--- src/rtl/rmtf_pkg.sv ---
// Package for the range move-to-front line: payload structs, cell control,
// scan state enum and fixed field widths.
// No dependencies.
`default_nettype none

package rmtf_pkg;

	localparam int POS_W  = 6;
	localparam int ELEM_W = 7;
	localparam int CNT_W  = 7;

	localparam logic OP_MOVE = 1'b0;
	localparam logic OP_READ = 1'b1;

	typedef enum logic {
		ST_IDLE,
		ST_SCAN
	} scan_state_t;

	typedef struct packed {
		logic             op;
		logic [POS_W-1:0] span_start;
		logic [POS_W-1:0] span_end;
		logic [POS_W-1:0] read_position;
	} cmd_t;

	typedef struct packed {
		logic [ELEM_W-1:0] element_number;
		logic              error;
	} rsp_t;

	// Broadcast to every cell of the chain.
	typedef struct packed {
		logic             restore;
		logic             move;
		logic             load;
		logic             shift;
		logic [POS_W-1:0] lo;
		logic [POS_W-1:0] hi;
		logic [POS_W-1:0] len;
		logic [POS_W-1:0] rp;
		logic [CNT_W-1:0] count;
	} cell_ctrl_t;

	typedef struct packed {
		logic busy;
		logic shift;
		logic finish;
	} scan_stat_t;

endpackage

`default_nettype wire

--- src/rtl/range_move_to_front_list_top.sv ---
// Top level of the range move-to-front line: command decode, count register,
// result register, cell chain and scan sequencer. Uses rmtf_pkg, rmtf_cell,
// rmtf_ctrl.
//
//   channel   handshake                 payload
//   command   start & !busy             cmd (rmtf_pkg::cmd_t)
//   result    done, one-cycle strobe    rsp (rmtf_pkg::rsp_t)
//   config    cfg_we                    cfg_wdata (entry_count)
//
// A move, or any rejected command, leaves busy low; its result strobes on the
// next cycle and the next command can enter right after acceptance.
// A good read raises busy: the match walks the cell chain one cell per cycle,
// and busy stays high until the result strobes.
// Reset gives entry_count = 64 (saturated to MAX_ENTRIES) and identity order;
// a config write restores identity order as well.
// The receiver cannot stall: done lasts exactly one cycle.
`default_nettype none

module range_move_to_front_list_top #(
	parameter int MAX_ENTRIES = 64
) (
	input  wire logic                          clk,
	input  wire logic                          arst_n,
	input  wire logic                          start,
	output logic                               busy,
	input  wire rmtf_pkg::cmd_t                cmd,
	output logic                               done,
	output rmtf_pkg::rsp_t                     rsp,
	input  wire logic                          cfg_we,
	input  wire logic [rmtf_pkg::CNT_W-1:0]    cfg_wdata
);

	localparam logic [rmtf_pkg::CNT_W-1:0] MAX_N = rmtf_pkg::CNT_W'(MAX_ENTRIES);
	localparam logic [rmtf_pkg::CNT_W-1:0] RST_N = (MAX_ENTRIES < 64) ? MAX_N : 7'd64;

	logic [rmtf_pkg::CNT_W-1:0] count_q;
	logic                       accept;
	logic                       move_err;
	logic                       read_err;
	logic                       is_read;
	rmtf_pkg::cell_ctrl_t       ctrl;
	rmtf_pkg::scan_stat_t       stat;
	logic [rmtf_pkg::ELEM_W-1:0] res [MAX_ENTRIES];
	logic                       done_q;
	rmtf_pkg::rsp_t             rsp_q;

	assign accept   = start && !stat.busy;
	assign is_read  = (cmd.op == rmtf_pkg::OP_READ);
	assign move_err = (cmd.span_start > cmd.span_end)
	                  || ({1'b0, cmd.span_end} >= count_q);
	assign read_err = ({1'b0, cmd.read_position} >= count_q);

	always_comb begin
		ctrl         = '0;
		ctrl.restore = cfg_we;
		ctrl.move    = accept && !is_read && !move_err;
		ctrl.load    = accept && is_read && !read_err;
		ctrl.shift   = stat.shift;
		ctrl.lo      = cmd.span_start;
		ctrl.hi      = cmd.span_end;
		ctrl.len     = cmd.span_end - cmd.span_start + 1'b1;
		ctrl.rp      = cmd.read_position;
		ctrl.count   = count_q;
	end

	always_ff @(posedge clk or negedge arst_n) begin
		if (!arst_n) begin
			count_q <= RST_N;
		end else if (cfg_we) begin
			count_q <= (cfg_wdata > MAX_N) ? MAX_N : cfg_wdata;
		end
	end

	rmtf_ctrl #(
		.MAX_ENTRIES (MAX_ENTRIES)
	) u_ctrl (
		.clk    (clk),
		.arst_n (arst_n),
		.load   (ctrl.load),
		.stat   (stat)
	);

	for (genvar k = 0; k < MAX_ENTRIES; k++) begin : g_cell
		if (k == 0) begin : g_head
			rmtf_cell #(.IDX(k)) u_cell (
				.clk      (clk),
				.arst_n   (arst_n),
				.ctrl     (ctrl),
				.res_prev ('0),
				.res_q    (res[k])
			);
		end else begin : g_body
			rmtf_cell #(.IDX(k)) u_cell (
				.clk      (clk),
				.arst_n   (arst_n),
				.ctrl     (ctrl),
				.res_prev (res[k-1]),
				.res_q    (res[k])
			);
		end
	end

	// Immediate result for moves and rejected commands; scan result at finish.
	always_ff @(posedge clk or negedge arst_n) begin
		if (!arst_n) begin
			done_q <= 1'b0;
		end else begin
			done_q <= (accept && !ctrl.load) || stat.finish;
		end
	end

	always_ff @(posedge clk) begin
		if (stat.finish) begin
			rsp_q.element_number <= res[MAX_ENTRIES-1];
			rsp_q.error          <= 1'b0;
		end else if (accept) begin
			rsp_q.element_number <= '0;
			rsp_q.error          <= is_read ? read_err : move_err;
		end
	end

	assign busy = stat.busy;
	assign done = done_q;
	assign rsp  = rsp_q;

endmodule

`default_nettype wire

--- src/rtl/rmtf_cell.sv ---
// One cell of the line: holds the position of one element, updates it on a
// move, and passes read-match results down the chain. Uses rmtf_pkg.
`default_nettype none

module rmtf_cell #(
	parameter int IDX = 0
) (
	input  wire logic                          clk,
	input  wire logic                          arst_n,
	input  wire rmtf_pkg::cell_ctrl_t          ctrl,
	input  wire logic [rmtf_pkg::ELEM_W-1:0]   res_prev,
	output logic      [rmtf_pkg::ELEM_W-1:0]   res_q
);

	localparam logic [rmtf_pkg::POS_W-1:0]  HOME  = rmtf_pkg::POS_W'(IDX);
	localparam logic [rmtf_pkg::CNT_W-1:0]  IDX_N = rmtf_pkg::CNT_W'(IDX);
	localparam logic [rmtf_pkg::ELEM_W-1:0] ELEM  = rmtf_pkg::ELEM_W'(IDX + 1);

	logic [rmtf_pkg::POS_W-1:0] pos_q;
	logic                       active;
	logic                       in_span;
	logic                       before_span;

	assign active      = IDX_N < ctrl.count;
	assign in_span     = pos_q inside {[ctrl.lo:ctrl.hi]};
	assign before_span = pos_q < ctrl.lo;

	always_ff @(posedge clk or negedge arst_n) begin
		if (!arst_n) begin
			pos_q <= HOME;
		end else if (ctrl.restore) begin
			pos_q <= HOME;
		end else if (ctrl.move && active) begin
			if (in_span) begin
				pos_q <= pos_q - ctrl.lo;
			end else if (before_span) begin
				pos_q <= pos_q + ctrl.len;
			end
		end
	end

	// Exactly one live cell matches, so OR-ing down the chain collects it.
	always_ff @(posedge clk) begin
		if (ctrl.load) begin
			res_q <= (active && pos_q == ctrl.rp) ? ELEM : '0;
		end else if (ctrl.shift) begin
			res_q <= res_q | res_prev;
		end
	end

endmodule

`default_nettype wire

--- src/rtl/rmtf_ctrl.sv ---
// Read-scan sequencer: idle/scan state machine and shift counter that walks
// match results to the end of the cell chain. Uses rmtf_pkg.
`default_nettype none

module rmtf_ctrl #(
	parameter int MAX_ENTRIES = 64
) (
	input  wire logic                 clk,
	input  wire logic                 arst_n,
	input  wire logic                 load,
	output rmtf_pkg::scan_stat_t      stat
);

	localparam int SC_W = (MAX_ENTRIES > 2) ? $clog2(MAX_ENTRIES) : 1;
	localparam logic [SC_W-1:0] LAST = SC_W'(MAX_ENTRIES - 1);

	rmtf_pkg::scan_state_t state_q;
	rmtf_pkg::scan_state_t state_nxt;
	logic [SC_W-1:0]       cnt_q;

	always_comb begin
		state_nxt = state_q;
		case (state_q)
			rmtf_pkg::ST_IDLE: begin
				if (load) state_nxt = rmtf_pkg::ST_SCAN;
			end
			rmtf_pkg::ST_SCAN: begin
				if (cnt_q == LAST) state_nxt = rmtf_pkg::ST_IDLE;
			end
			default: state_nxt = rmtf_pkg::ST_IDLE;
		endcase
	end

	always_comb begin
		stat = '0;
		case (state_q)
			rmtf_pkg::ST_SCAN: begin
				stat.busy   = 1'b1;
				stat.finish = (cnt_q == LAST);
				stat.shift  = (cnt_q != LAST);
			end
			default: stat = '0;
		endcase
	end

	always_ff @(posedge clk or negedge arst_n) begin
		if (!arst_n) begin
			state_q <= rmtf_pkg::ST_IDLE;
			cnt_q   <= '0;
		end else begin
			state_q <= state_nxt;
			if (load) begin
				cnt_q <= '0;
			end else if (stat.shift) begin
				cnt_q <= cnt_q + 1'b1;
			end
		end
	end

endmodule

`default_nettype wire
--- config.mk ---
export PLATFORM = sky130hd
export DESIGN_NAME = range_move_to_front_list_top
export DESIGN_NICKNAME = d
export VERILOG_FILES = /design/src/rtl/rmtf_pkg.sv /design/src/rtl/range_move_to_front_list_top.sv /design/src/rtl/rmtf_cell.sv /design/src/rtl/rmtf_ctrl.sv
export SDC_FILE = /design/constraint.sdc
export NUM_CORES = 2
export LEC_CHECK = 0
export BUFFER_PORTS_ARGS = -buffer_cell sky130_fd_sc_hd__buf_2
export CAP_MARGIN = 5
export CORE_ASPECT_RATIO = 0.7
export CORE_MARGIN = 1.5
export CORE_UTILIZATION = 28
export DETAILED_ROUTE_END_ITERATION = 8
export GPL_ROUTABILITY_DRIVEN = 0
export GPL_TIMING_DRIVEN = 0
export SYNTH_ARGS = -nofsm -noshare
export SYNTH_HDL_FRONTEND = slang
export SYNTH_SLANG_ARGS = --single-unit
export TNS_END_PERCENT = 1
--- constraint.sdc ---
create_clock -name clk -period 30.3 [get_ports clk]
set_input_delay 0 -clock clk [delete_from_list [all_inputs] [get_ports clk]]
set_output_delay 0 -clock clk [all_outputs]
set_load 0.1 [all_outputs]
# Word-level counts from Yosys, hierarchy flattened

Cells that the tools add are included.

$add $sub $neg: 131
Magnitude comparators: 260
Equal/unequal tests: 66
Muxes and demuxes: 456
Bitwise logic cells: 64
Reduce and logical (&&, ||, !) cells: 399

Operators by type and width:

| kind                 | count |
|---|---|
| $mux W6              | 290 |
| $mux W7              | 128 |
| $or A7 B7 Y7         | 63 |
| $sub A6 B6 Y6        | 65 |
| $add A6 B6 Y6        | 64 |
| $eq A6 B6 Y1         | 64 |
| $ge A6 B6 Y1         | 64 |
| $le A6 B6 Y1         | 64 |
| $lt A6 B6 Y1         | 64 |
| $lt A6 B7 Y1 const A | 32 |
| $logic_and A1 B1 Y1  | 198 |
| $reduce_bool A3 Y1   | 64 |
| $reduce_bool A2 Y1   | 66 |
| $reduce_and A2 Y1    | 64 |
| $lt A5 B7 Y1 const A | 16 |
| $mux W5              | 16 |
| $lt A4 B7 Y1 const A | 8 |
| $mux W4              | 8 |
| $lt A3 B7 Y1 const A | 4 |
| $mux W8              | 2 |
| $mux W3              | 5 |
| $ge A6 B7 Y1         | 2 |
| $lt A1 B7 Y1 const A | 2 |
| $lt A2 B7 Y1 const A | 2 |
| 11 further kinds     | 21 |

Register bits: 855
Output and inout port bits: 10

# Longest topological paths before layout

Depth after elaboration: 9
Depth in mapped cells: 15

# Worst setup path before layout

OpenSTA, ideal clock, no wires.

Kind: register -> register
Start point: register count_q[5] (netlist name)
End point: register g_cell[10].g_body.u_cell.res_q[0] (netlist name) (enable)
Library setup time: 2407 ps
Arrival time: 7551 ps
Data required time: 27893 ps
Slack: 20342 ps
Cell stages (with the launch flop): 11
Buffers on the path: 4
Clock period less this slack: 9958 ps
Cells stage by stage: dfrtp_1 -> clkbuf_1 -> clkbuf_1 -> inv_1 -> ha_1 -> a21oi_1 -> or2_2 -> o211ai_1 -> clkbuf_1 -> clkbuf_1 -> nand2_1

Longest elaborated chain between the ends: 4

Ends and longest elaborated chain:

| item                                | line                               | source |
|---|---|---|
| start, declared                     | range_move_to_front_list_top.sv:36 | `logic [rmtf_pkg::CNT_W-1:0] count_q;` |
| start signal, assigned              | range_move_to_front_list_top.sv:70 | `count_q <= (cfg_wdata > MAX_N) ? MAX_N : cfg_wdata;` |
| $ge A6 B7 Y1                        | range_move_to_front_list_top.sv:51 | `assign read_err = ({1'b0, cmd.read_position} >= count_q);` |
| $logic_not A1 Y1                    | range_move_to_front_list_top.sv:57 | `ctrl.load = accept && is_read && !read_err;` |
| $logic_and A1 B1 Y1                 | range_move_to_front_list_top.sv:57 |  |
| $reduce_bool A2 Y1 (no source line) | --                                 |  |
| end signal, assigned                | rmtf_cell.sv:45                    | `res_q <= (active && pos_q == ctrl.rp) ? ELEM : '0;` |
| end signal, assigned                | rmtf_cell.sv:47                    | `res_q <= res_q \| res_prev;` |
| end, declared                       | rmtf_cell.sv:12                    | `output logic [rmtf_pkg::ELEM_W-1:0] res_q` |

No other way between the ends.
A chain may end at the register's enable or synchronous reset.

# Worst setup path after layout

Start point: register count_q[5] (netlist name)
End point: register g_cell[23].g_body.u_cell.res_q[1] (netlist name) (enable)

Longest elaborated chain between the ends: 4

Ends and longest elaborated chain:

| item                                | line |
|---|---|
| $ge A6 B7 Y1                        | range_move_to_front_list_top.sv:51 |
| $logic_not A1 Y1                    | range_move_to_front_list_top.sv:57 |
| $logic_and A1 B1 Y1                 | range_move_to_front_list_top.sv:57 |
| $reduce_bool A2 Y1 (no source line) | -- |
| end signal, assigned                | rmtf_cell.sv:45 |
| end signal, assigned                | rmtf_cell.sv:47 |
| end, declared                       | rmtf_cell.sv:12 |

No other way between the ends.

==> metrics.yaml <==
synth_nets: 9473
hold_viol: 0
synthMostInstantiatedCell: "ha_1"
io_buffers: 38
cp.arrival_ns: 6.43
worst_slack_ns: 24.34
grt_pass1_vias: 65490
slew_violations: 10
ys_seq_elements: 735
cts_sinks: 735
p_per_area_nw_per_um2: 47.4
grt_pass1_wl_um: 438000
synthFlopType: "edfxtp_1"
dieWidth_um: 621
finalCritPeriodShare_pct: 19.7
maxCapViolCount: 2
wl_um: 304000
drc: 0
synth_common_cells: "1116 x ha_1, 792 x nor2_1, 636 x a21oi_1"
clkSlewWorstSetupHoldPaths_ns: 0.08
clkLatencyLatePin_ns: 0.75
cts-root-buf: "clkbuf_16"
setup_viol: 0
cts_buffer_depth: 3
p_clk_share_pct: 28.3
cp.required_ns: 30.77
synthArstFlopShare_pct: 54.3
drtAntennaViolNets: 0
synth_warnings: 0
wl_met3_um: 43300
synth.distinct_cells: 101
path_max_fanout: 65
p_sw_w: 0.00160
grt_start_max_net_pins: 97
synthTopCellsByArea: "ha_1 19%, edfxtp_1 13%, dfrtp_1 6.9%, dfstp_2 6.8%, xnor2_1 5.7%"
htree_levels: 3
synth_top_area_share_pct: 18.7
wl_met1_um: 125000
vias_per_cell: 5.69
drt_iter0_drc: 8463
areaGrowthSynthToFinish_pct: 12.8
max_freq_mhz: 168
p_int_w: 0.00239
pwr-share-seq_pct: 30.7
slew_headroom_pct: -0.237
rsz0062_at_grt: "false"
hpwl_um: 215000
hold_path_class: "in2async"
violations: "max-capacitance violations, max-slew violations"
period_needed_ns: 5.96
critical_path_class: "reg2reg"
synth_top_area_cell: "ha_1"
synthCells: 8198
skew_ns: 0.0565
gr-total-overflow: 0
synth.yosys.seq_area_share_pct: 27.2
power_leakage_nw: 36.0
design.die.area_um2: 270000
pre_cts_ws_ns: 24.18
synth_edf_count: 335
end_kind: "flop"
core_um2: 265000
cts_tree: "built"
dp_cells: 11839
synth_area_um2: 74700
wl_met2_um: 116000
track_usage_pct: 21.8
fp.dieH_um: 435
io_pins: 40
tightest_slew_ns: 1.50
start_util_pct: 28.2
finalSetupTns_ns: 0
grt_antenna_before_repair: 29
startpoint_type: "flop"
cts_made_buffers: 85
status: "finished with violations"
num_vias: 68430
peakVddDrop_v: 0.0000450
nNetsFinal: 9702
ff2ff_path_depth: 13
drive_gt1_share_pct: 7.88
dr.pass1.iters: 9
p_sw_share_pct: 40.1
combPwrFrac_pct: 41.1
highest_layer: "met5"
core.rowCount: 158
synth_area_per_cell_um2: 9.12
final_cells: 12032
wl_per_cell_um: 25.2
[worst paths after layout]
kind	slack (ns)	start	end
min in group clk	0.12	cmd[12]	g_cell[9].g_body.u_cell.pos_q[0]
min reg2reg	0.53	g_cell[51].g_body.u_cell.pos_q[0]	g_cell[51].g_body.u_cell.pos_q[0]
max reg2reg	24.34	count_q[5]	g_cell[23].g_body.u_cell.res_q[1]
max in group asynchronous	29.13	arst_n	g_cell[37].g_body.u_cell.pos_q[3]
min	0.06	arst_n	g_cell[7].g_body.u_cell.pos_q[2]
max	24.34	count_q[5]	g_cell[23].g_body.u_cell.res_q[1]
[per-stage QoR]
| stage | total power [W] | utilization (%) | hold slack (ns) | cell area, um2 |
|---|---|---|---|---|
| final | 0.00399 | 31.8 | 0.0609 | 84300 |
| after global routing | 0.00416 | 31.8 | 0.0679 | 84300 |
| after CTS | 0.00395 | 31.8 | 0.0323 | 84200 |
| after detailed placement | 0.00282 | 30.6 | 0.0438 | 81200 |
| after global placement | 0.00279 | 29.9 | 0.283 | 79300 |
| after floorplan | 0.00235 | - | -0.296 | 74700 |
[state kept, by name (all words and copies together), names as in the netlist]
signal and count:
done 1, g_cell.g_body.u_cell.res_q 327, g_cell.g_head.u_cell.res_q 1, count_q 7
u_ctrl.cnt_q 6, g_cell.g_body.u_cell.pos_q 378, rsp 8, u_ctrl.state_q 1
g_cell.g_head.u_cell.pos_q 6
[layout make-up]
cell class / count / area, um2
Multi-Input combinational cell: 6789 / 51900
Buffer: 219 / 982
Antenna cell: 14 / 35.0
Tap cell: 3520 / 4400
Inverter: 455 / 1760
Fill cell: 27057 / 181000
Timing Repair Buffer: 142 / 2050
Sequential cell: 735 / 20300
Clock inverter: 50 / 576
Clock buffer: 108 / 2330
[routing by layer]
layer	up-vias	track usage, %
met4	32	11.6
met2	3847	29.4
met5	-	0.497
met3	889	8.02
met1	33212	29.6
li1	30450	-
[worst max-delay path, cell delays in order (launching register included)]
cell and delay (ns):
dfrtp_1 0.33, clkbuf_1 0.35, clkbuf_1 0.42, inv_1 0.26, ha_1 0.37, nand4b_1 0.14, o211ai_1 0.67, clkbuf_2 0.72
clkbuf_1 0.72, nand2_4 0.48, buf_16 0.36, buf_16 0.26, buf_16 0.25, buf_12 0.23
[power groups by stage]
stage	combinational (W)	clock (W)	sequential (W)
CTS	0.00159	0.00114	0.00122
global route	0.00176	0.00117	0.00123
floorplan	0.00105	0	0.00130
detailed placement	0.00158	0	0.00124
global placement	0.00146	0	0.00133
finish	0.00164	0.00113	0.00122
[cells by family after synthesis]
group / after synthesis / share of synthesized area (%)
compound gates: 2278 / 19.6
xor+xnor: 842 / 10.4
fa+ha+maj: 1245 / 22.1
buf+inv: 674 / 3.52
flops: 735 / 27.2
mux: 252 / 3.40
simple gates: 2172 / 13.7
[repair_timing]
| item | in CTS | in global routing |
|---|---|---|
| hold endpoints to repair | 207 | 0 |
| setup buffers | 0 | 0 |
| hold buffers | 13 | 0 |
| resized for setup | 0 | 0 |
[cells in the final DEF, fill, tap and decap left out, types with 40 or more instances in the layout]
cell type / count
a211oi_1: 148
a21o_1: 305
a21oi_1: 636
a221oi_1: 40
a31oi_1: 72
and2_1: 55
buf_2: 81
clkbuf_1: 126
clkbuf_16: 85
dfrtp_1: 206
dfstp_2: 193
edfxtp_1: 335
fa_1: 129
ha_1: 1114
inv_1: 440
mux2i_1: 236
nand2_1: 502
nand3_1: 171
nand4_1: 75
nor2_1: 792
nor2b_1: 170
nor3_1: 130
nor4_1: 48
o211ai_1: 98
o21a_1: 67
o21ai_0: 494
o21bai_1: 46
o31a_1: 52
xnor2_1: 483
xor2_1: 326
No activity file was read; power rests on OpenSTA's default activity.
